$ cat config.mk
export PLATFORM = sky130hd
export DESIGN_NAME = card_deck_shuffle_draw_engine_unit_flat
export DESIGN_NICKNAME = d
export VERILOG_FILES = /design/src/hw/rtl/cdse_pkg.sv /design/src/hw/rtl/cdse_if.sv /design/src/hw/rtl/cdse_mod_serial.sv /design/src/hw/rtl/cdse_deck_ram.sv /design/src/hw/rtl/card_deck_shuffle_draw_engine_unit.sv /design/src/flat_wrapper.sv
export VERILOG_INCLUDE_DIRS = /design/src /design/src/hw/rtl
export SDC_FILE = /design/constraint.sdc
export NUM_CORES = 1
export LEC_CHECK = 0
export BUFFER_PORTS_ARGS = -buffer_cell sky130_fd_sc_hd__buf_2
export CAP_MARGIN = 20
export CORE_MARGIN = 2
export CORE_UTILIZATION = 55
export CTS_BUF_LIST = sky130_fd_sc_hd__clkbuf_2 sky130_fd_sc_hd__clkbuf_4 sky130_fd_sc_hd__clkbuf_8
export DETAILED_ROUTE_END_ITERATION = 12
export PLACE_DENSITY = 0.79
export RECOVER_POWER = 50
export SKIP_CTS_REPAIR_TIMING = 1
export SYNTH_ARGS = -nofsm -noshare
export SYNTH_HDL_FRONTEND = slang
export SYNTH_SLANG_ARGS = --single-unit
$ cat constraint.sdc
create_clock -name clock -period 7.9 [get_ports clock]
set_clock_uncertainty 0.15 [all_clocks]
set_input_delay 1.185 -clock clock [delete_from_list [all_inputs] [get_ports clock]]
set_output_delay 1.185 -clock clock [all_outputs]
set_load 0.02 [all_outputs]
$ cat src/hw/rtl/card_deck_shuffle_draw_engine_unit_macros.svh
// ----------------------------------------------------------------------------
// card deck engine assertion macros
// shared concurrent assertion forms, sampled on clock, quiet during reset
// ----------------------------------------------------------------------------
`ifndef CARD_DECK_SHUFFLE_DRAW_ENGINE_UNIT_MACROS_SVH
`define CARD_DECK_SHUFFLE_DRAW_ENGINE_UNIT_MACROS_SVH

// same-cycle implication
`define CDSE_ASSERT_IMPL(label, ante, cons, msg) \
   label: assert property (@(posedge clock) disable iff (reset) (ante) |-> (cons)) \
      else $error(msg);

// next-cycle implication
`define CDSE_ASSERT_NEXT(label, ante, cons, msg) \
   label: assert property (@(posedge clock) disable iff (reset) (ante) |=> (cons)) \
      else $error(msg);

`endif

$ cat src/hw/rtl/cdse_pkg.sv
// ----------------------------------------------------------------------------
// cdse_pkg
// shared constants, types and the ordered-deck function of the card engine
// ----------------------------------------------------------------------------
`timescale 1ns / 1ps

package cdse_pkg;

   // defaults for the top-level parameters
   localparam int DECK_SIZE_DEF    = 52;
   localparam int RANDOM_WIDTH_DEF = 32;

   // fixed field widths
   localparam int SLOT_W = 6;
   localparam int RAND_W = 32;
   localparam int CMD_W  = 2;
   localparam int RANK_W = 4;
   localparam int SUIT_W = 2;

   localparam int RANKS_PER_SUIT = 13;

   // command codes
   localparam logic [CMD_W-1:0] CMD_INIT    = 2'd0;
   localparam logic [CMD_W-1:0] CMD_SHUFFLE = 2'd1;
   localparam logic [CMD_W-1:0] CMD_DRAW    = 2'd2;
   localparam logic [CMD_W-1:0] CMD_DISCARD = 2'd3;

   // one deck slot: card plus empty mark
   typedef struct packed {
      logic              empty;
      logic [SUIT_W-1:0] suit;
      logic [RANK_W-1:0] rank;
   } deck_entry_type;

   // access request from the sequencer to the deck memory
   typedef struct packed {
      logic              clear;
      logic              rd_en;
      logic [SLOT_W-1:0] rd_addr;
      logic              wr_en;
      logic [SLOT_W-1:0] wr_addr;
      deck_entry_type    wr_data;
   } ram_req_type;

   // card held by a slot of the ordered deck, suit-major
   function automatic deck_entry_type ordered_card(input logic [SLOT_W-1:0] idx);
      logic [SLOT_W-1:0] r;
      logic [2:0]        q;
      deck_entry_type    e;
      r = idx;
      q = '0;
      for (int k = 0; k < 4; k++) begin
         if (r >= SLOT_W'(RANKS_PER_SUIT)) begin
            r = r - SLOT_W'(RANKS_PER_SUIT);
            q = q + 3'd1;
         end
      end
      e.empty = 1'b0;
      e.suit  = q[SUIT_W-1:0];
      e.rank  = r[RANK_W-1:0];
      return e;
   endfunction

endpackage

$ cat src/hw/rtl/cdse_if.sv
// ----------------------------------------------------------------------------
// cdse channel interfaces
// valid/ready channels for command beats and result beats
// ----------------------------------------------------------------------------
`timescale 1ns / 1ps

// command channel
interface cdse_req_if;
   logic                                    valid;
   logic                                    ready;
   logic [cdse_pkg::CMD_W-1:0]              command;
   logic [cdse_pkg::RAND_W-1:0]             random_word;
   logic [cdse_pkg::SLOT_W-1:0]             slot_index;

   modport source (output valid, command, random_word, slot_index, input ready);
   modport sink   (input valid, command, random_word, slot_index, output ready);
endinterface

// result channel
interface cdse_rsp_if;
   logic                                    valid;
   logic                                    ready;
   logic [cdse_pkg::RANK_W-1:0]             card_rank;
   logic [cdse_pkg::SUIT_W-1:0]             card_suit;
   logic                                    card_valid;
   logic                                    shuffle_done;

   modport source (output valid, card_rank, card_suit, card_valid, shuffle_done,
                   input ready);
   modport sink   (input valid, card_rank, card_suit, card_valid, shuffle_done,
                   output ready);
endinterface

$ cat src/hw/rtl/cdse_mod_serial.sv
// ----------------------------------------------------------------------------
// cdse_mod_serial
// bit-serial restoring remainder: one dividend bit shifted in per cycle
// ----------------------------------------------------------------------------
`timescale 1ns / 1ps

module cdse_mod_serial #(
   parameter int DATA_W = cdse_pkg::RAND_W,
   parameter int IDX_W  = cdse_pkg::SLOT_W
) (
   input  logic              clock,
   input  logic              reset,
   input  logic              start,
   input  logic [DATA_W-1:0] dividend,
   input  logic [IDX_W:0]    divisor,
   output logic              done,
   output logic [IDX_W-1:0]  remainder
);

   localparam int CNT_W = $clog2(DATA_W + 1);

   logic [DATA_W-1:0] sh_ff, sh_in;
   logic [IDX_W-1:0]  rem_ff, rem_in;
   logic [IDX_W:0]    div_ff, div_in;
   logic [CNT_W-1:0]  cnt_ff, cnt_in;
   logic              busy_ff, busy_in;
   logic              done_ff, done_in;
   logic [IDX_W:0]    trial;

   // one trial subtraction per cycle
   always_comb begin
      trial   = {rem_ff, sh_ff[DATA_W-1]};
      sh_in   = sh_ff;
      rem_in  = rem_ff;
      div_in  = div_ff;
      cnt_in  = cnt_ff;
      busy_in = busy_ff;
      done_in = 1'b0;
      if (start) begin
         sh_in   = dividend;
         rem_in  = '0;
         div_in  = divisor;
         cnt_in  = CNT_W'(DATA_W);
         busy_in = 1'b1;
      end else if (busy_ff) begin
         sh_in = {sh_ff[DATA_W-2:0], 1'b0};
         if (trial >= div_ff) begin
            rem_in = IDX_W'(trial - div_ff);
         end else begin
            rem_in = trial[IDX_W-1:0];
         end
         cnt_in = cnt_ff - CNT_W'(1);
         if (cnt_ff == CNT_W'(1)) begin
            busy_in = 1'b0;
            done_in = 1'b1;
         end
      end
   end

   // control state
   always_ff @(posedge clock) begin
      if (reset) begin
         busy_ff <= 1'b0;
         done_ff <= 1'b0;
         cnt_ff  <= '0;
      end else begin
         busy_ff <= busy_in;
         done_ff <= done_in;
         cnt_ff  <= cnt_in;
      end
   end

   // datapath
   always_ff @(posedge clock) begin
      sh_ff  <= sh_in;
      rem_ff <= rem_in;
      div_ff <= div_in;
   end

   assign done      = done_ff;
   assign remainder = rem_ff;

endmodule

$ cat src/hw/rtl/cdse_deck_ram.sv
// ----------------------------------------------------------------------------
// cdse_deck_ram
// deck slot memory, one read and one write port, registered read data;
// per-slot written bits make unwritten slots read as the ordered deck
// ----------------------------------------------------------------------------
`timescale 1ns / 1ps

module cdse_deck_ram #(
   parameter int DECK_SIZE = cdse_pkg::DECK_SIZE_DEF
) (
   input  logic                     clock,
   input  logic                     reset,
   input  cdse_pkg::ram_req_type    req,
   output cdse_pkg::deck_entry_type rd_data
);

   localparam int IDX_W = $clog2(DECK_SIZE);

   cdse_pkg::deck_entry_type mem [DECK_SIZE];
   cdse_pkg::deck_entry_type mem_q_ff;
   logic [DECK_SIZE-1:0]     written_ff, written_in;
   logic                     rd_written_ff, rd_written_in;
   logic [cdse_pkg::SLOT_W-1:0] rd_addr_ff;

   // written bits: clear drops all, a write sets its slot
   always_comb begin
      written_in    = written_ff;
      rd_written_in = rd_written_ff;
      if (req.clear) begin
         written_in = '0;
      end else if (req.wr_en) begin
         written_in[req.wr_addr[IDX_W-1:0]] = 1'b1;
      end
      if (req.rd_en) begin
         rd_written_in = written_ff[req.rd_addr[IDX_W-1:0]];
      end
   end

   always_ff @(posedge clock) begin
      if (reset) begin
         written_ff    <= '0;
         rd_written_ff <= 1'b0;
      end else begin
         written_ff    <= written_in;
         rd_written_ff <= rd_written_in;
      end
   end

   // storage array
   always_ff @(posedge clock) begin
      if (req.wr_en) begin
         mem[req.wr_addr[IDX_W-1:0]] <= req.wr_data;
      end
      if (req.rd_en) begin
         mem_q_ff   <= mem[req.rd_addr[IDX_W-1:0]];
         rd_addr_ff <= req.rd_addr;
      end
   end

   assign rd_data = rd_written_ff ? mem_q_ff : cdse_pkg::ordered_card(rd_addr_ff);

endmodule

$ cat src/hw/rtl/card_deck_shuffle_draw_engine_unit.sv
// ----------------------------------------------------------------------------
// card_deck_shuffle_draw_engine_unit
// Deck of DECK_SIZE card slots with init, Fisher-Yates shuffle step, draw and
// discard commands; each command beat returns one result beat. Commands run
// one at a time. A shuffle step waits on the bit-serial remainder unit (one
// random bit per cycle), then makes four deck memory accesses for the swap. A
// draw walks the deck one slot per cycle through the memory read port until it
// finds a live slot or reaches the end of the deck. A new command is taken
// while the previous result still waits in the output register.
// ----------------------------------------------------------------------------
`timescale 1ns / 1ps
`include "card_deck_shuffle_draw_engine_unit_macros.svh"

module card_deck_shuffle_draw_engine_unit #(
   parameter int DECK_SIZE    = cdse_pkg::DECK_SIZE_DEF,
   parameter int RANDOM_WIDTH = cdse_pkg::RANDOM_WIDTH_DEF
) (
   input  logic        clock,
   input  logic        reset,
   cdse_req_if.sink    req_bus,
   cdse_rsp_if.source  rsp_bus
);

   localparam int IDX_W  = $clog2(DECK_SIZE);
   localparam int CNT_W  = $clog2(DECK_SIZE + 1);
   localparam int RW_EFF = (RANDOM_WIDTH < cdse_pkg::RAND_W) ? RANDOM_WIDTH
                                                             : cdse_pkg::RAND_W;
   localparam int SW     = cdse_pkg::SLOT_W;

   typedef enum logic [9:0] {
      ST_IDLE    = 10'b0000000001,
      ST_DIV     = 10'b0000000010,
      ST_RD_A    = 10'b0000000100,
      ST_RD_B    = 10'b0000001000,
      ST_WR_A    = 10'b0000010000,
      ST_WR_B    = 10'b0000100000,
      ST_SCAN    = 10'b0001000000,
      ST_DISC_RD = 10'b0010000000,
      ST_DISC_WR = 10'b0100000000,
      ST_OUT     = 10'b1000000000
   } state_type;

   state_type                    state_ff, state_in;
   logic [IDX_W-1:0]             pos_ff, pos_in;
   logic [IDX_W-1:0]             work_pos_ff, work_pos_in;
   logic [IDX_W-1:0]             pos_eff;
   logic [SW-1:0]                slot_ff, slot_in;
   logic [CNT_W-1:0]             sc_ff, sc_in;
   logic                         chk_vld_ff, chk_vld_in;
   logic [IDX_W-1:0]             chk_addr_ff, chk_addr_in;
   cdse_pkg::deck_entry_type     hold_ff, hold_in;
   logic [cdse_pkg::RANK_W-1:0]  res_rank_ff, res_rank_in;
   logic [cdse_pkg::SUIT_W-1:0]  res_suit_ff, res_suit_in;
   logic                         res_valid_ff, res_valid_in;
   logic                         res_done_ff, res_done_in;
   logic                         rsp_valid_ff, rsp_valid_in;
   logic [cdse_pkg::RANK_W-1:0]  rsp_rank_ff, rsp_rank_in;
   logic [cdse_pkg::SUIT_W-1:0]  rsp_suit_ff, rsp_suit_in;
   logic                         rsp_card_ff, rsp_card_in;
   logic                         rsp_done_ff, rsp_done_in;
   logic                         accept;
   logic                         out_load;
   logic                         mod_start;
   logic                         mod_done;
   logic [IDX_W-1:0]             mod_rem;
   logic [IDX_W:0]               mod_divisor;
   cdse_pkg::ram_req_type        ram_req;
   cdse_pkg::deck_entry_type     ram_rd_data;

   assign accept = req_bus.valid && (state_ff == ST_IDLE);

   // position used by a shuffle step, zero or out-of-range folds to the top slot
   assign pos_eff = ((pos_ff == '0) || (pos_ff > IDX_W'(DECK_SIZE - 1)))
                    ? IDX_W'(DECK_SIZE - 1) : pos_ff;
   assign mod_divisor = {1'b0, pos_eff} + (IDX_W + 1)'(1);

   // command sequencer
   always_comb begin
      state_in     = state_ff;
      pos_in       = pos_ff;
      work_pos_in  = work_pos_ff;
      slot_in      = slot_ff;
      sc_in        = sc_ff;
      chk_vld_in   = chk_vld_ff;
      chk_addr_in  = chk_addr_ff;
      hold_in      = hold_ff;
      res_rank_in  = res_rank_ff;
      res_suit_in  = res_suit_ff;
      res_valid_in = res_valid_ff;
      res_done_in  = res_done_ff;
      mod_start    = 1'b0;
      out_load     = 1'b0;
      ram_req      = '0;
      case (state_ff)
         ST_IDLE: begin
            if (accept) begin
               res_rank_in  = '0;
               res_suit_in  = '0;
               res_valid_in = 1'b0;
               res_done_in  = 1'b0;
               case (req_bus.command)
                  cdse_pkg::CMD_INIT: begin
                     ram_req.clear = 1'b1;
                     state_in      = ST_OUT;
                  end
                  cdse_pkg::CMD_SHUFFLE: begin
                     mod_start   = 1'b1;
                     work_pos_in = pos_eff;
                     if (pos_eff == IDX_W'(1)) begin
                        res_done_in = 1'b1;
                        pos_in      = IDX_W'(DECK_SIZE - 1);
                     end else begin
                        pos_in = pos_eff - IDX_W'(1);
                     end
                     state_in = ST_DIV;
                  end
                  cdse_pkg::CMD_DRAW: begin
                     sc_in      = '0;
                     chk_vld_in = 1'b0;
                     state_in   = ST_SCAN;
                  end
                  cdse_pkg::CMD_DISCARD: begin
                     slot_in = req_bus.slot_index;
                     if (req_bus.slot_index <= SW'(DECK_SIZE - 1)) begin
                        state_in = ST_DISC_RD;
                     end else begin
                        state_in = ST_OUT;
                     end
                  end
                  default: begin
                     state_in = ST_OUT;
                  end
               endcase
            end
         end
         ST_DIV: begin
            if (mod_done) begin
               state_in = ST_RD_A;
            end
         end
         // swap: read both slots, then write each with the other
         ST_RD_A: begin
            ram_req.rd_en   = 1'b1;
            ram_req.rd_addr = SW'(work_pos_ff);
            state_in        = ST_RD_B;
         end
         ST_RD_B: begin
            ram_req.rd_en   = 1'b1;
            ram_req.rd_addr = SW'(mod_rem);
            hold_in         = ram_rd_data;
            state_in        = ST_WR_A;
         end
         ST_WR_A: begin
            ram_req.wr_en   = 1'b1;
            ram_req.wr_addr = SW'(work_pos_ff);
            ram_req.wr_data = ram_rd_data;
            state_in        = ST_WR_B;
         end
         ST_WR_B: begin
            ram_req.wr_en   = 1'b1;
            ram_req.wr_addr = SW'(mod_rem);
            ram_req.wr_data = hold_ff;
            state_in        = ST_OUT;
         end
         // draw: one slot read per cycle, check the one read last cycle
         ST_SCAN: begin
            chk_vld_in = 1'b0;
            if (chk_vld_ff && !ram_rd_data.empty) begin
               ram_req.wr_en   = 1'b1;
               ram_req.wr_addr = SW'(chk_addr_ff);
               ram_req.wr_data = '{empty: 1'b1, suit: ram_rd_data.suit,
                                   rank: ram_rd_data.rank};
               res_rank_in     = ram_rd_data.rank;
               res_suit_in     = ram_rd_data.suit;
               res_valid_in    = 1'b1;
               state_in        = ST_OUT;
            end else if (sc_ff < CNT_W'(DECK_SIZE)) begin
               ram_req.rd_en   = 1'b1;
               ram_req.rd_addr = SW'(sc_ff);
               chk_addr_in     = IDX_W'(sc_ff);
               chk_vld_in      = 1'b1;
               sc_in           = sc_ff + CNT_W'(1);
            end else begin
               state_in = ST_OUT;
            end
         end
         // discard: read-modify-write of the empty mark
         ST_DISC_RD: begin
            ram_req.rd_en   = 1'b1;
            ram_req.rd_addr = slot_ff;
            state_in        = ST_DISC_WR;
         end
         ST_DISC_WR: begin
            ram_req.wr_en   = 1'b1;
            ram_req.wr_addr = slot_ff;
            ram_req.wr_data = '{empty: 1'b1, suit: ram_rd_data.suit,
                                rank: ram_rd_data.rank};
            state_in        = ST_OUT;
         end
         ST_OUT: begin
            if (!rsp_valid_ff || rsp_bus.ready) begin
               out_load = 1'b1;
               state_in = ST_IDLE;
            end
         end
         default: begin
            state_in = ST_IDLE;
         end
      endcase
   end

   // output register for the result beat
   always_comb begin
      rsp_valid_in = rsp_valid_ff;
      rsp_rank_in  = rsp_rank_ff;
      rsp_suit_in  = rsp_suit_ff;
      rsp_card_in  = rsp_card_ff;
      rsp_done_in  = rsp_done_ff;
      if (rsp_bus.ready) begin
         rsp_valid_in = 1'b0;
      end
      if (out_load) begin
         rsp_valid_in = 1'b1;
         rsp_rank_in  = res_rank_ff;
         rsp_suit_in  = res_suit_ff;
         rsp_card_in  = res_valid_ff;
         rsp_done_in  = res_done_ff;
      end
   end

   // control state
   always_ff @(posedge clock) begin
      if (reset) begin
         state_ff     <= ST_IDLE;
         pos_ff       <= IDX_W'(DECK_SIZE - 1);
         chk_vld_ff   <= 1'b0;
         sc_ff        <= '0;
         rsp_valid_ff <= 1'b0;
      end else begin
         state_ff     <= state_in;
         pos_ff       <= pos_in;
         chk_vld_ff   <= chk_vld_in;
         sc_ff        <= sc_in;
         rsp_valid_ff <= rsp_valid_in;
      end
   end

   // payload registers
   always_ff @(posedge clock) begin
      work_pos_ff  <= work_pos_in;
      slot_ff      <= slot_in;
      chk_addr_ff  <= chk_addr_in;
      hold_ff      <= hold_in;
      res_rank_ff  <= res_rank_in;
      res_suit_ff  <= res_suit_in;
      res_valid_ff <= res_valid_in;
      res_done_ff  <= res_done_in;
      rsp_rank_ff  <= rsp_rank_in;
      rsp_suit_ff  <= rsp_suit_in;
      rsp_card_ff  <= rsp_card_in;
      rsp_done_ff  <= rsp_done_in;
   end

   // swap index: random word mod (position + 1)
   cdse_mod_serial #(
      .DATA_W (RW_EFF),
      .IDX_W  (IDX_W)
   ) u_mod (
      .clock     (clock),
      .reset     (reset),
      .start     (mod_start),
      .dividend  (req_bus.random_word[RW_EFF-1:0]),
      .divisor   (mod_divisor),
      .done      (mod_done),
      .remainder (mod_rem)
   );

   // deck slot memory
   cdse_deck_ram #(
      .DECK_SIZE (DECK_SIZE)
   ) u_ram (
      .clock   (clock),
      .reset   (reset),
      .req     (ram_req),
      .rd_data (ram_rd_data)
   );

   assign req_bus.ready        = (state_ff == ST_IDLE);
   assign rsp_bus.valid        = rsp_valid_ff;
   assign rsp_bus.card_rank    = rsp_rank_ff;
   assign rsp_bus.card_suit    = rsp_suit_ff;
   assign rsp_bus.card_valid   = rsp_card_ff;
   assign rsp_bus.shuffle_done = rsp_done_ff;

   // checks
   `CDSE_ASSERT_IMPL(a_mod_done_in_div, mod_done, state_ff == ST_DIV, "remainder outside divide wait")
   `CDSE_ASSERT_IMPL(a_no_overwrite, out_load, !rsp_valid_ff || rsp_bus.ready, "result beat overwritten")
   `CDSE_ASSERT_IMPL(a_ram_one_op, ram_req.wr_en, !ram_req.rd_en && !ram_req.clear, "memory port conflict")
   `CDSE_ASSERT_IMPL(a_pos_live, 1'b1, pos_ff != '0, "shuffle position reached zero")
   `CDSE_ASSERT_NEXT(a_shuffle_to_div, accept && (req_bus.command == cdse_pkg::CMD_SHUFFLE), state_ff == ST_DIV, "shuffle did not start divide")

endmodule

$ cat src/flat_wrapper.sv
// flat-port wrapper written by rule: the top's interface ports become plain ports
module card_deck_shuffle_draw_engine_unit_flat 
#(
   parameter int DECK_SIZE    = cdse_pkg::DECK_SIZE_DEF,
   parameter int RANDOM_WIDTH = cdse_pkg::RANDOM_WIDTH_DEF
)
  (clock, reset, req_bus_valid, req_bus_command, req_bus_random_word, req_bus_slot_index, req_bus_ready, rsp_bus_valid, rsp_bus_card_rank, rsp_bus_card_suit, rsp_bus_card_valid, rsp_bus_shuffle_done, rsp_bus_ready);
  cdse_req_if req_bus_i ();
  cdse_rsp_if rsp_bus_i ();
  input  logic clock;
  input  logic reset;
  input wire logic [$bits(req_bus_i.valid)-1:0] req_bus_valid;
  input wire logic [$bits(req_bus_i.command)-1:0] req_bus_command;
  input wire logic [$bits(req_bus_i.random_word)-1:0] req_bus_random_word;
  input wire logic [$bits(req_bus_i.slot_index)-1:0] req_bus_slot_index;
  output wire logic [$bits(req_bus_i.ready)-1:0] req_bus_ready;
  output wire logic [$bits(rsp_bus_i.valid)-1:0] rsp_bus_valid;
  output wire logic [$bits(rsp_bus_i.card_rank)-1:0] rsp_bus_card_rank;
  output wire logic [$bits(rsp_bus_i.card_suit)-1:0] rsp_bus_card_suit;
  output wire logic [$bits(rsp_bus_i.card_valid)-1:0] rsp_bus_card_valid;
  output wire logic [$bits(rsp_bus_i.shuffle_done)-1:0] rsp_bus_shuffle_done;
  input wire logic [$bits(rsp_bus_i.ready)-1:0] rsp_bus_ready;
  assign req_bus_i.valid = req_bus_valid;
  assign req_bus_i.command = req_bus_command;
  assign req_bus_i.random_word = req_bus_random_word;
  assign req_bus_i.slot_index = req_bus_slot_index;
  assign req_bus_ready = req_bus_i.ready;
  assign rsp_bus_valid = rsp_bus_i.valid;
  assign rsp_bus_card_rank = rsp_bus_i.card_rank;
  assign rsp_bus_card_suit = rsp_bus_i.card_suit;
  assign rsp_bus_card_valid = rsp_bus_i.card_valid;
  assign rsp_bus_shuffle_done = rsp_bus_i.shuffle_done;
  assign rsp_bus_i.ready = rsp_bus_ready;
  card_deck_shuffle_draw_engine_unit #(.DECK_SIZE(DECK_SIZE), .RANDOM_WIDTH(RANDOM_WIDTH)) u_core (.clock(clock), .reset(reset), .req_bus(req_bus_i), .rsp_bus(rsp_bus_i));
endmodule
==> impl_metrics.env, run 1 <==
export IMPL_wl_um=54640
export IMPL_synthXorXnorAreaFrac=0.007109
export IMPL_synthTopCellsByCount="edfxtp_1, nand2_1, mux2i_1"
export IMPL_vias=15280
export IMPL_crit_start="u_core.state_ff[9]"
export IMPL_area_delta_synth_final_pct=10.27
export IMPL_synth_adder_area_share=0.009942
export IMPL_power_leakage_nw=9.281
export IMPL_period_needed_ns=5.840
export IMPL_start_kind="flop"
export IMPL_io_buffers=53
export IMPL_netlist_instances=1862
export IMPL_slew_viol_final=178
export IMPL_worstPathRequired_ns=8.16
export IMPL_via_per_inst=5.990
export IMPL_tns_ns=0
export IMPL_synth_top_family_by_area="simple AND/OR/NAND/NOR gates"
export IMPL_cap_violations=5
export IMPL_yosys_area_share_simple=0.1278
export IMPL_dp_hpwl_um=34640
export IMPL_antenna_found_initial=0
export IMPL_start_util=0.5581
export IMPL_post_route_drc_count=0
export IMPL_async_flop_share=0
export IMPL_yosysUniqueCellTypes=86
export IMPL_fillCellCount=3175
export IMPL_fin_cells=2551
export IMPL_coreArea_mm2=0.04195
export IMPL_cts_buffers=86
export IMPL_first_pass_iters=8
export IMPL_clock_sinks=548
export IMPL_min_path_type="flop to flop"
export IMPL_r2r_end="u_core.u_ram.mem_q_ff[5]"
export IMPL_clkSlewWorstSetupHoldPaths_ns=0.06
export IMPL_failed_checks="capacitance limit, slew limit"
export IMPL_detail_route_antenna_nets=0
export IMPL_setup_ws_ns=2.060
export IMPL_grt_pass1_vias=15100
export IMPL_worst_slew_pin_slew_ns=2.556
export IMPL_finalHoldViolCount=0
export IMPL_cp_data_arrival_time_ns=6.10
export IMPL_synth_warnings=0
export IMPL_dr_first_iter_drc_count=1696
export IMPL_max_freq_ghz=0.1712
export IMPL_synth_area_mm2=0.02341
export IMPL_yosys_cell_count_top_type="edfxtp_1"
export IMPL_peakVddDrop_mv=0.1514
export IMPL_muxShareOfSynthArea=0.07531
export IMPL_synth_top_area_share=0.5862
export IMPL_wl_per_cell_um=21.42
export IMPL_clockBufferDepth=3
export IMPL_antenna_cells=0
export IMPL_place_inst=2394
export IMPL_dieArea_mm2=0.04423
export IMPL_ios=54
export IMPL_crit_path_end_kind="flop"
export IMPL_r2r_start="u_core.state_ff[9]"
export IMPL_ys_ff_latch=548
export IMPL_synth_compound_area_share=0.08883
export IMPL_slew_headroom=-0.7037
export IMPL_pre_cts_ws_ns=2.834
export IMPL_die_height_um=210.3
export IMPL_synth_nets=1924
export IMPL_crit_fanout=25
export IMPL_grt_pass1_wl_um=84400
export IMPL_htreeDepth=3
export IMPL_cts_tree="yes"
export IMPL_finalSetupViolations=0
export IMPL_grt_ovfl_total=0
export IMPL_power_per_cell_area_mw_per_mm2=228.1
export IMPL_rows=75
export IMPL_reg2reg_depth=13
export IMPL_syn_mean_instance_area_um2=12.57
export IMPL_yosys_top_cells_area="edfxtp_1, dfxtp_1, mux2i_1"
export IMPL_timing_final_crit_share=0.7393
export IMPL_clk_latency_ns=0.65
export IMPL_crit_type="flop to flop"
export IMPL_synth_edf_count=457
export IMPL_drive_above_1_share=0.1093
export IMPL_grt_max_degree=122
export IMPL_cts_root_buf="clkbuf_8"
export IMPL_endpoint="u_core.u_ram.mem_q_ff[5]"
export IMPL_synth_top_area_cell="edfxtp_1"
export IMPL_synth_flop_cell="edfxtp_1"
export IMPL_holdWs_ns=0.2711
export IMPL_ys_seq_area_frac=0.6641
export IMPL_rsz0062_at_grt="false"
export IMPL_routabilityCongestion=0.9118
export IMPL_die_w_um=210.3
export IMPL_outcome="complete, but fails checks"
export IMPL_grt_use_total=0.2503
export IMPL_r2r_slack_ns=2.06
export IMPL_final_net_count=2007
logic make-up (layout without fill, tap and decap cells):
kind of cell | after synthesis | in the layout
adder cells (fa/ha/maj) | 18 | 18
XOR/XNOR | 19 | 19
AND/OR/NAND/NOR | 669 | 669
flip-flops | 548 | 548
AO/OA/AOI/OAI | 300 | 300
multiplexers | 176 | 176
other | 1 | 1
buffers and inverters | 131 | 281
cells in the final DEF (no fill, tap or decap), drive strengths merged, types with 5 or more instances in the layout:
| cell | synthesis | final |
|---|---|---|
| a32oi | 12 | 12 |
| clkinv | 3 | 28 |
| nand3b | 6 | 6 |
| mux2i | 175 | 175 |
| nand3 | 85 | 85 |
| edfxtp | 457 | 457 |
| nor2b | 10 | 10 |
| nand2 | 302 | 302 |
| nor4 | 5 | 5 |
| a221oi | 8 | 8 |
| a31oi | 14 | 14 |
| buf | 44 | 59 |
| o211ai | 11 | 11 |
| xor2 | 8 | 8 |
| o211a | 8 | 8 |
| a22oi | 27 | 27 |
| xnor2 | 11 | 11 |
| nor2 | 168 | 168 |
| clkbuf | 37 | 140 |
| a22o | 9 | 9 |
| and3 | 11 | 11 |
| ha | 17 | 17 |
| o21a | 54 | 54 |
| nand4 | 22 | 22 |
| o21ai | 63 | 63 |
| a211oi | 5 | 5 |
| and2 | 11 | 11 |
| nand2b | 12 | 12 |
| nor3 | 15 | 15 |
| a21oi | 50 | 50 |
| inv | 47 | 49 |
| dfxtp | 91 | 91 |
cell type report:
type,instances,area (um2),share of cell area
inverter,50,197.7,0.007659
timing repair buffer,76,414.1,0.01604
clock buffer,123,1505,0.05831
tap,539,674.4,0.02613
multi-input combinational,1183,7281,0.2821
sequential,548,15540,0.6022
clock inverter,32,195.2,0.007562
registers in the layout (all words and copies together) (netlist names), 2 cells and up:
| register | cells |
|---|---|
| u_core.sc_ff | 6 |
| u_core.chk_addr_ff | 6 |
| u_core.u_mod.div_ff | 7 |
| u_core.u_ram.mem_q_ff | 7 |
| u_core.u_ram.written_ff | 52 |
| u_core.hold_ff | 7 |
| u_core.res_rank_ff | 4 |
| u_core.res_suit_ff | 2 |
| u_core.state_ff | 10 |
| u_core.u_ram.mem | 364 |
| u_core.work_pos_ff | 6 |
| u_core.rsp_bus.card_rank | 4 |
| u_core.rsp_bus.card_suit | 2 |
| u_core.slot_ff | 6 |
| u_core.u_mod.remainder | 6 |
| u_core.u_mod.cnt_ff | 6 |
| u_core.u_ram.rd_addr_ff | 6 |
| u_core.pos_ff | 6 |
| u_core.u_mod.sh_ff | 32 |
worst min path at each step:
stage	start	end	slack, ns	cells after the start
floorplan	u_core.res_rank_ff[0]	u_core.rsp_bus.card_rank[0]	0.25	0
global placement	u_core.res_suit_ff[0]	u_core.rsp_bus.card_suit[0]	0.26	0
detailed placement	u_core.res_suit_ff[1]	u_core.rsp_bus.card_suit[1]	0.26	0
CTS	u_core.res_suit_ff[1]	u_core.rsp_bus.card_suit[1]	0.27	0
global route	u_core.res_suit_ff[1]	u_core.rsp_bus.card_suit[1]	0.28	0
finish	u_core.res_suit_ff[1]	u_core.rsp_bus.card_suit[1]	0.27	0
routing by layer:
| metal | global-route usage | wire, um | vias to the layer above |
|---|---|---|---|
| met4 | 0.1044 | 1928 | 0 |
| li1 | - | - | 7049 |
| met2 | 0.4146 | 26600 | 669 |
| met5 | 0 | 0 | - |
| met1 | 0.3300 | 21950 | 7433 |
| met3 | 0.04201 | 4168 | 130 |
critical path: stages (launching register included):
cell	delay (ns)
dfxtp_1	0.39
or4_1	0.31
nor2_1	0.13
nand2_1	0.27
clkinvlp_2	0.32
and2_0	0.58
a221oi_2	1.08
inv_1	0.58
buf_4	0.42
nor2_2	0.53
nand3_1	0.19
nand4b_1	0.18
nand4_1	0.22
and3_1	0.23
through the flow:
step                      instance area (um2)  power, W  utilization
after CTS                               25870  0.005930       0.6169
after global routing                    25810  0.006094       0.6154
after floorplan                         23410  0.003501            -
after detailed placement                24170  0.003597       0.5763
after global placement                  24170  0.003587       0.5763
final                                   25810  0.005888       0.6154
report_power, final:
| part | internal (W) | total, W | leakage (nW) | switching, W |
|---|---|---|---|---|
| clock | 0.00129 | 0.00235 | 0.903 | 0.00106 |
| sequential | 0.00316 | 0.00321 | 5.06 | 0.0000443 |
| combinational | 0.000120 | 0.000329 | 3.32 | 0.000209 |
| total | 0.00457 | 0.00589 | 9.28 | 0.00132 |
(Power assumes the default switching activity.)
==> run 2: changes to the inputs <==
--- a/config.mk
+++ b/config.mk
@@ -12,7 +12,7 @@
 export CORE_UTILIZATION = 55
 export CTS_BUF_LIST = sky130_fd_sc_hd__clkbuf_2 sky130_fd_sc_hd__clkbuf_4 sky130_fd_sc_hd__clkbuf_8
 export DETAILED_ROUTE_END_ITERATION = 12
-export PLACE_DENSITY = 0.79
+export PLACE_DENSITY = 0.82
 export RECOVER_POWER = 50
 export SKIP_CTS_REPAIR_TIMING = 1
 export SYNTH_ARGS = -nofsm -noshare
==> constraint.sdc (replaced) <==
create_clock -name clock -period 5.1 [get_ports clock]
set_clock_uncertainty 0.15 [all_clocks]
set_input_delay 0.765 -clock clock [delete_from_list [all_inputs] [get_ports clock]]
set_output_delay 0.765 -clock clock [all_outputs]
set_load 0.02 [all_outputs]
==> run 2 against run 1 <==
  * The flow still finishes with violations (capacitance limit, slew limit)
  * Combinational power up 60%
  * Die area unchanged
  * Worst setup slack worse by 1.8 ns
  * Register-to-register slack worse by 1.8 ns
  * Clock power up 61%
  * Critical path type unchanged
==> impl_metrics.env, run 2 (synthesis gave the netlist of run 1 again) <==
export IMPL_die_w_um=210.3
export IMPL_largest_register_ffs=364
export IMPL_max_freq_ghz=0.2083
export IMPL_start_util=0.5581
export IMPL_pwr_share_seq=0.535
export IMPL_coreArea_mm2=0.04195
export IMPL_crit_type="flop to flop"
export IMPL_antenna_found_initial=1
export IMPL_cts_root_buf="clkbuf_8"
export IMPL_routabilityCongestion=0.9233
export IMPL_swShare=0.2269
export IMPL_power_per_cell_area_mw_per_mm2=356.2
export IMPL_cap_violations=3
export IMPL_crit_path_end_kind="flop"
export IMPL_wl_per_cell_um=21.15
export IMPL_route_met2_wl_um=25900
export IMPL_drive_above_1_share=0.1220
export IMPL_wl_um=54560
export IMPL_r2r_slack_ns=0.30
export IMPL_final_cell_mix="edfxtp_1, nand2_1, mux2i_1"
export IMPL_dieArea_mm2=0.04423
export IMPL_period_needed_ns=4.801
export IMPL_htreeDepth=3
export IMPL_rows=75
export IMPL_die_height_um=210.3
export IMPL_clkSlewWorstSetupHoldPaths_ns=0.06
export IMPL_clk_latency_ns=0.65
export IMPL_grt_ovfl_total=0
export IMPL_net_switching_power_w=0.002108
export IMPL_highest_layer="met4"
export IMPL_p_int_w=0.007181
export IMPL_clock_sinks=548
export IMPL_clock_power_share=0.408
export IMPL_timing_final_crit_share=0.9414
export IMPL_grt_use_total=0.2468
export IMPL_wl_met3_um=4919
export IMPL_worstPathRequired_ns=5.22
export IMPL_finalHoldViolCount=0
export IMPL_peakVddDrop_mv=0.2256
export IMPL_power_frac_comb=0.057
export IMPL_io_buffers=53
export IMPL_grt_max_degree=72
export IMPL_min_path_type="input port to flop"
export IMPL_clockBufferDepth=3
export IMPL_cts_tree="yes"
export IMPL_post_route_drc_count=0
export IMPL_pre_cts_ws_ns=0.7383
export IMPL_slew_viol_final=120
export IMPL_dp_hpwl_um=34550
export IMPL_power_leakage_nw=9.424
export IMPL_tns_ns=0
export IMPL_cp_data_arrival_time_ns=4.92
export IMPL_area_delta_synth_final_pct=11.41
export IMPL_finalSetupViolations=0
export IMPL_via_per_inst=6.074
export IMPL_grt_pass1_vias=15430
export IMPL_outcome="complete, but fails checks"
export IMPL_rsz0062_at_grt="false"
export IMPL_failed_checks="capacitance limit, slew limit"
export IMPL_worst_slew_pin_slew_ns=1.840
export IMPL_holdWs_ns=0.1578
export IMPL_cts_buffers=87
export IMPL_slew_headroom=-0.2280
export IMPL_dr_first_iter_drc_count=1640
export IMPL_ios=54
export IMPL_detail_route_antenna_nets=0
export IMPL_met1_length_um=21610
export IMPL_start_kind="flop"
export IMPL_multi_input_area_mm2=0.007302
export IMPL_crit_fanout=10
export IMPL_antenna_cells=0
export IMPL_first_pass_iters=9
export IMPL_vias=15670
export IMPL_setup_ws_ns=0.2988
export IMPL_final_net_count=2028
export IMPL_grt_pass1_wl_um=84040
export IMPL_register_area_mm2=0.01554
export IMPL_layout_commonest_cell="edfxtp_1"
export IMPL_fillCellCount=3047
-- run 2: changes by cell type in the layout (fill, tap and decap cells not counted), moves of 2 or more --
| cell | before | now |
|---|---|---|
| clkinvlp_4 | 1 | 4 |
| buf_4 | 16 | 26 |
| inv_6 | 2 | 0 |
| clkinv_1 | 21 | 19 |
| clkbuf_1 | 17 | 24 |
| clkbuf_8 | 93 | 95 |
| buf_12 | 1 | 3 |
| clkbuf_4 | 30 | 36 |
-- run 2: per-stage QoR --
stage | area, um2 | utilization | total power (W) | instances
after floorplan | 23410 | - | 0.005424 | 1862
after global placement | 24360 | 0.5808 | 0.005557 | 2414
after detailed placement | 24360 | 0.5808 | 0.005582 | 2414
after CTS | 26160 | 0.6237 | 0.009338 | 2578
after global routing | 26080 | 0.6217 | 0.009589 | 2580
final | 26080 | 0.6217 | 0.009289 | 2580
-- run 2: final timing paths --
check | from | endpoint | cells after the start
worst max register to register | u_core.state_ff[0] | u_core.u_ram.mem[16][0] | 9
worst min register to register | u_core.res_rank_ff[3] | u_core.rsp_bus.card_rank[3] | 0
worst max-delay path | u_core.state_ff[0] | u_core.u_ram.mem[16][0] | 9
worst min-delay path | req_bus_slot_index[0] | u_core.slot_ff[0] | 1
-- run 2: layout make-up --
| type | instances | share of cell area |
|---|---|---|
| repair buffers | 96 | 0.02149 |
| clock buffers | 131 | 0.06050 |
| well taps | 539 | 0.02586 |
| inverters | 50 | 0.007628 |
| multi-input cells | 1183 | 0.2800 |
| flip-flops and latches | 548 | 0.5961 |
| clock inverters | 33 | 0.008444 |
-- run 2: metal layers --
| layer | global-route usage | vias up |
|---|---|---|
| met1 | 0.3255 | 7584 |
| met2 | 0.4034 | 814 |
| met5 | 0 | - |
| li1 | - | 7112 |
| met3 | 0.04350 | 161 |
| met4 | 0.1108 | 0 |
-- run 2: critical path, cell delays in order, from the launching register on --
cell and delay [ns]:
dfxtp_1 0.33, or4_1 0.69, nor2_1 0.31, nand2_1 0.31, nor2_1 0.64, nor3_2 0.31
a21oi_1 0.39, nand3_1 0.56, nor2_1 0.28, clkbuf_1 0.46
-- run 2: power by group through the flow --
stage,registers (W),logic [W],clock network (W)
finish,0.00497,0.000527,0.00379
global route,0.00497,0.000585,0.00403
CTS,0.00496,0.000529,0.00385
detailed placement,0.00506,0.000525,0
global placement,0.00505,0.000505,0
floorplan,0.00503,0.000392,0
==> run 3: changes to the inputs <==
--- a/config.mk
+++ b/config.mk
@@ -7,14 +7,12 @@
 export NUM_CORES = 1
 export LEC_CHECK = 0
 export BUFFER_PORTS_ARGS = -buffer_cell sky130_fd_sc_hd__buf_2
-export CAP_MARGIN = 20
 export CORE_MARGIN = 2
-export CORE_UTILIZATION = 55
+export CORE_UTILIZATION = 25
 export CTS_BUF_LIST = sky130_fd_sc_hd__clkbuf_2 sky130_fd_sc_hd__clkbuf_4 sky130_fd_sc_hd__clkbuf_8
 export DETAILED_ROUTE_END_ITERATION = 12
-export PLACE_DENSITY = 0.82
+export PLACE_DENSITY = 0.48
 export RECOVER_POWER = 50
-export SKIP_CTS_REPAIR_TIMING = 1
 export SYNTH_ARGS = -nofsm -noshare
 export SYNTH_HDL_FRONTEND = slang
 export SYNTH_SLANG_ARGS = --single-unit
==> run 3 against run 2 <==
  * The flow still finishes with violations (capacitance limit, slew limit)
  * Via count fell by 2.0%
  * Global-route usage fell by 12 points
  * Cell count rose by 29%
  * Largest power group unchanged
  * Sequential power barely moved
  * Non-clock buffer count rose by 12
  * Flip-flop and latch count did not move
==> impl_metrics.env, run 3 (synthesis gave the netlist of run 1 again) <==
export IMPL_max_stage_delay_ns=1.04
export IMPL_antenna_found_initial=2
export IMPL_path_common_cell="clkbuf_1"
export IMPL_dp_hpwl_um=40190
export IMPL_clkSlewWorstSetupHoldPaths_ns=0.06
export IMPL_critPathSlowestCell="nor4_1"
export IMPL_final_net_count=2048
export IMPL_wl_per_cell_um=18.97
export IMPL_cts_setup_buffers=0
export IMPL_cap_violations=2
export IMPL_fin_area_mm2=0.02727
export IMPL_clock_sinks=548
export IMPL_slew_viol_final=87
export IMPL_start_kind="flop"
export IMPL_r2r_slack_ns=0.37
export IMPL_crit_type="flop to flop"
export IMPL_grt_pass1_wl_um=94860
export IMPL_first_pass_iters=6
export IMPL_placed_area_mm2=0.02543
export IMPL_finalSetupViolations=0
export IMPL_failed_checks="capacitance limit, slew limit"
export IMPL_grt_pass1_vias=15370
export IMPL_crit_fanout=9
export IMPL_worstPathRequired_ns=5.27
export IMPL_rows=112
export IMPL_final_cell_mix="edfxtp_1, nand2_1, mux2i_1"
export IMPL_dieArea_mm2=0.09610
export IMPL_cp_data_arrival_time_ns=4.90
export IMPL_die_w_um=310
export IMPL_cts_repair_resized=0
export IMPL_hp_start="req_bus_slot_index[0]"
export IMPL_dr_first_iter_drc_count=1325
export IMPL_drive_above_1_share=0.1266
export IMPL_postCtsHoldBufs=0
export IMPL_detail_route_antenna_nets=0
export IMPL_slew_headroom=-0.2738
export IMPL_grt_max_degree=95
export IMPL_io_buffers=53
export IMPL_crit_path_end_kind="flop"
export IMPL_min_path_type="input port to flop"
export IMPL_max_freq_ghz=0.2115
export IMPL_timing_final_crit_share=0.9272
export IMPL_htreeDepth=3
export IMPL_grt_use_total=0.1307
export IMPL_peakVddDrop_mv=0.2367
export IMPL_outcome="complete, but fails checks"
export IMPL_pre_cts_ws_ns=0.3989
export IMPL_post_route_drc_count=0
export IMPL_cts_tree="yes"
export IMPL_layout_commonest_cell="edfxtp_1"
export IMPL_reg2reg_depth=8
export IMPL_tns_ns=0
export IMPL_r2r_end="u_core.u_ram.mem[2][3]"
export IMPL_wl_um=62930
export IMPL_cp_top_family="simple AND/OR/NAND/NOR gates"
export IMPL_hold_depth=1
export IMPL_period_needed_ns=4.729
export IMPL_coreArea_mm2=0.09305
export IMPL_ios=54
export IMPL_clk_latency_ns=0.70
export IMPL_setup_ws_ns=0.3715
export IMPL_power_leakage_nw=9.572
export IMPL_fin_total_pwr_w=0.009656
export IMPL_hold_end="u_core.slot_ff[0]"
export IMPL_routabilityCongestion=0.8559
export IMPL_rsz0062_at_grt="false"
export IMPL_die_height_um=310
export IMPL_vias=15360
export IMPL_start_util=0.2516
export IMPL_cts_buffers=95
export IMPL_power_per_cell_area_mw_per_mm2=354.0
export IMPL_fillCellCount=9545
export IMPL_r2r_start="u_core.state_ff[0]"
export IMPL_via_per_inst=4.630
export IMPL_area_delta_synth_final_pct=16.51
export IMPL_clockBufferDepth=3
export IMPL_finalHoldViolCount=0
export IMPL_crit_buf_inv=3
export IMPL_cts_root_buf="clkbuf_8"
export IMPL_crit_chain="or4_1 -> nor4_1 -> clkbuf_1 -> inv_1 -> a21oi_1 -> nand3_1 -> nor2_1 -> clkbuf_1"
export IMPL_worst_slew_pin_slew_ns=1.911
export IMPL_largest_register_ffs=364
export IMPL_grt_ovfl_total=0
-- run 3: how the worst max path moves through the flow --
stage          slack [ns]                        from                  endpoint  cells after the start
2_1_floorplan        0.21  u_core.u_ram.rd_addr_ff[0]    u_core.u_ram.mem[0][5]                     12
3_3_place_gp         0.48          u_core.state_ff[0]  u_core.u_ram.mem_q_ff[3]                     12
3_5_place_dp         0.40          u_core.state_ff[0]  u_core.u_ram.mem_q_ff[3]                     12
4_1_cts              0.37          u_core.state_ff[0]  u_core.u_ram.mem_q_ff[3]                     12
5_1_grt              0.09          u_core.state_ff[0]   u_core.u_ram.mem[50][5]                      8
6_report             0.37          u_core.state_ff[0]    u_core.u_ram.mem[2][3]                      8
-- run 3: through the flow --
| stage | instances | util | hold WS (ns) |
|---|---|---|---|
| after floorplan | 1862 | - | 0.2503 |
| after global placement | 3143 | 0.2732 | 0.2572 |
| after detailed placement | 3143 | 0.2732 | 0.2552 |
| after CTS | 3316 | 0.2946 | 0.03632 |
| after global routing | 3318 | 0.2931 | 0.05569 |
| final | 3318 | 0.2931 | 0.09785 |
-- run 3: layer usage --
metal	routed length, um	GRT usage	vias up
li1	-	-	7153
met1	27510	0.1686	7592
met2	29390	0.2102	494
met3	4057	0.03276	120
met4	1921	0.05078	2
met5	53	0.004044	-
-- run 3: cell type report --
type,instances,area (um2),area share
Antenna cell,2,5.005,0.0001835
Clock buffer,140,1739,0.06377
Clock inverter,33,249.0,0.009129
Inverter,50,198.9,0.007294
Multi-Input combinational cell,1183,7308,0.2680
Sequential cell,548,15540,0.5700
Tap cell,1254,1569,0.05753
Timing Repair Buffer,108,659.4,0.02418
-- run 3: power breakdown --
part,internal (W),switching [W]
registers,0.00490,0.0000793
clock network,0.00234,0.00181
logic,0.000190,0.000337
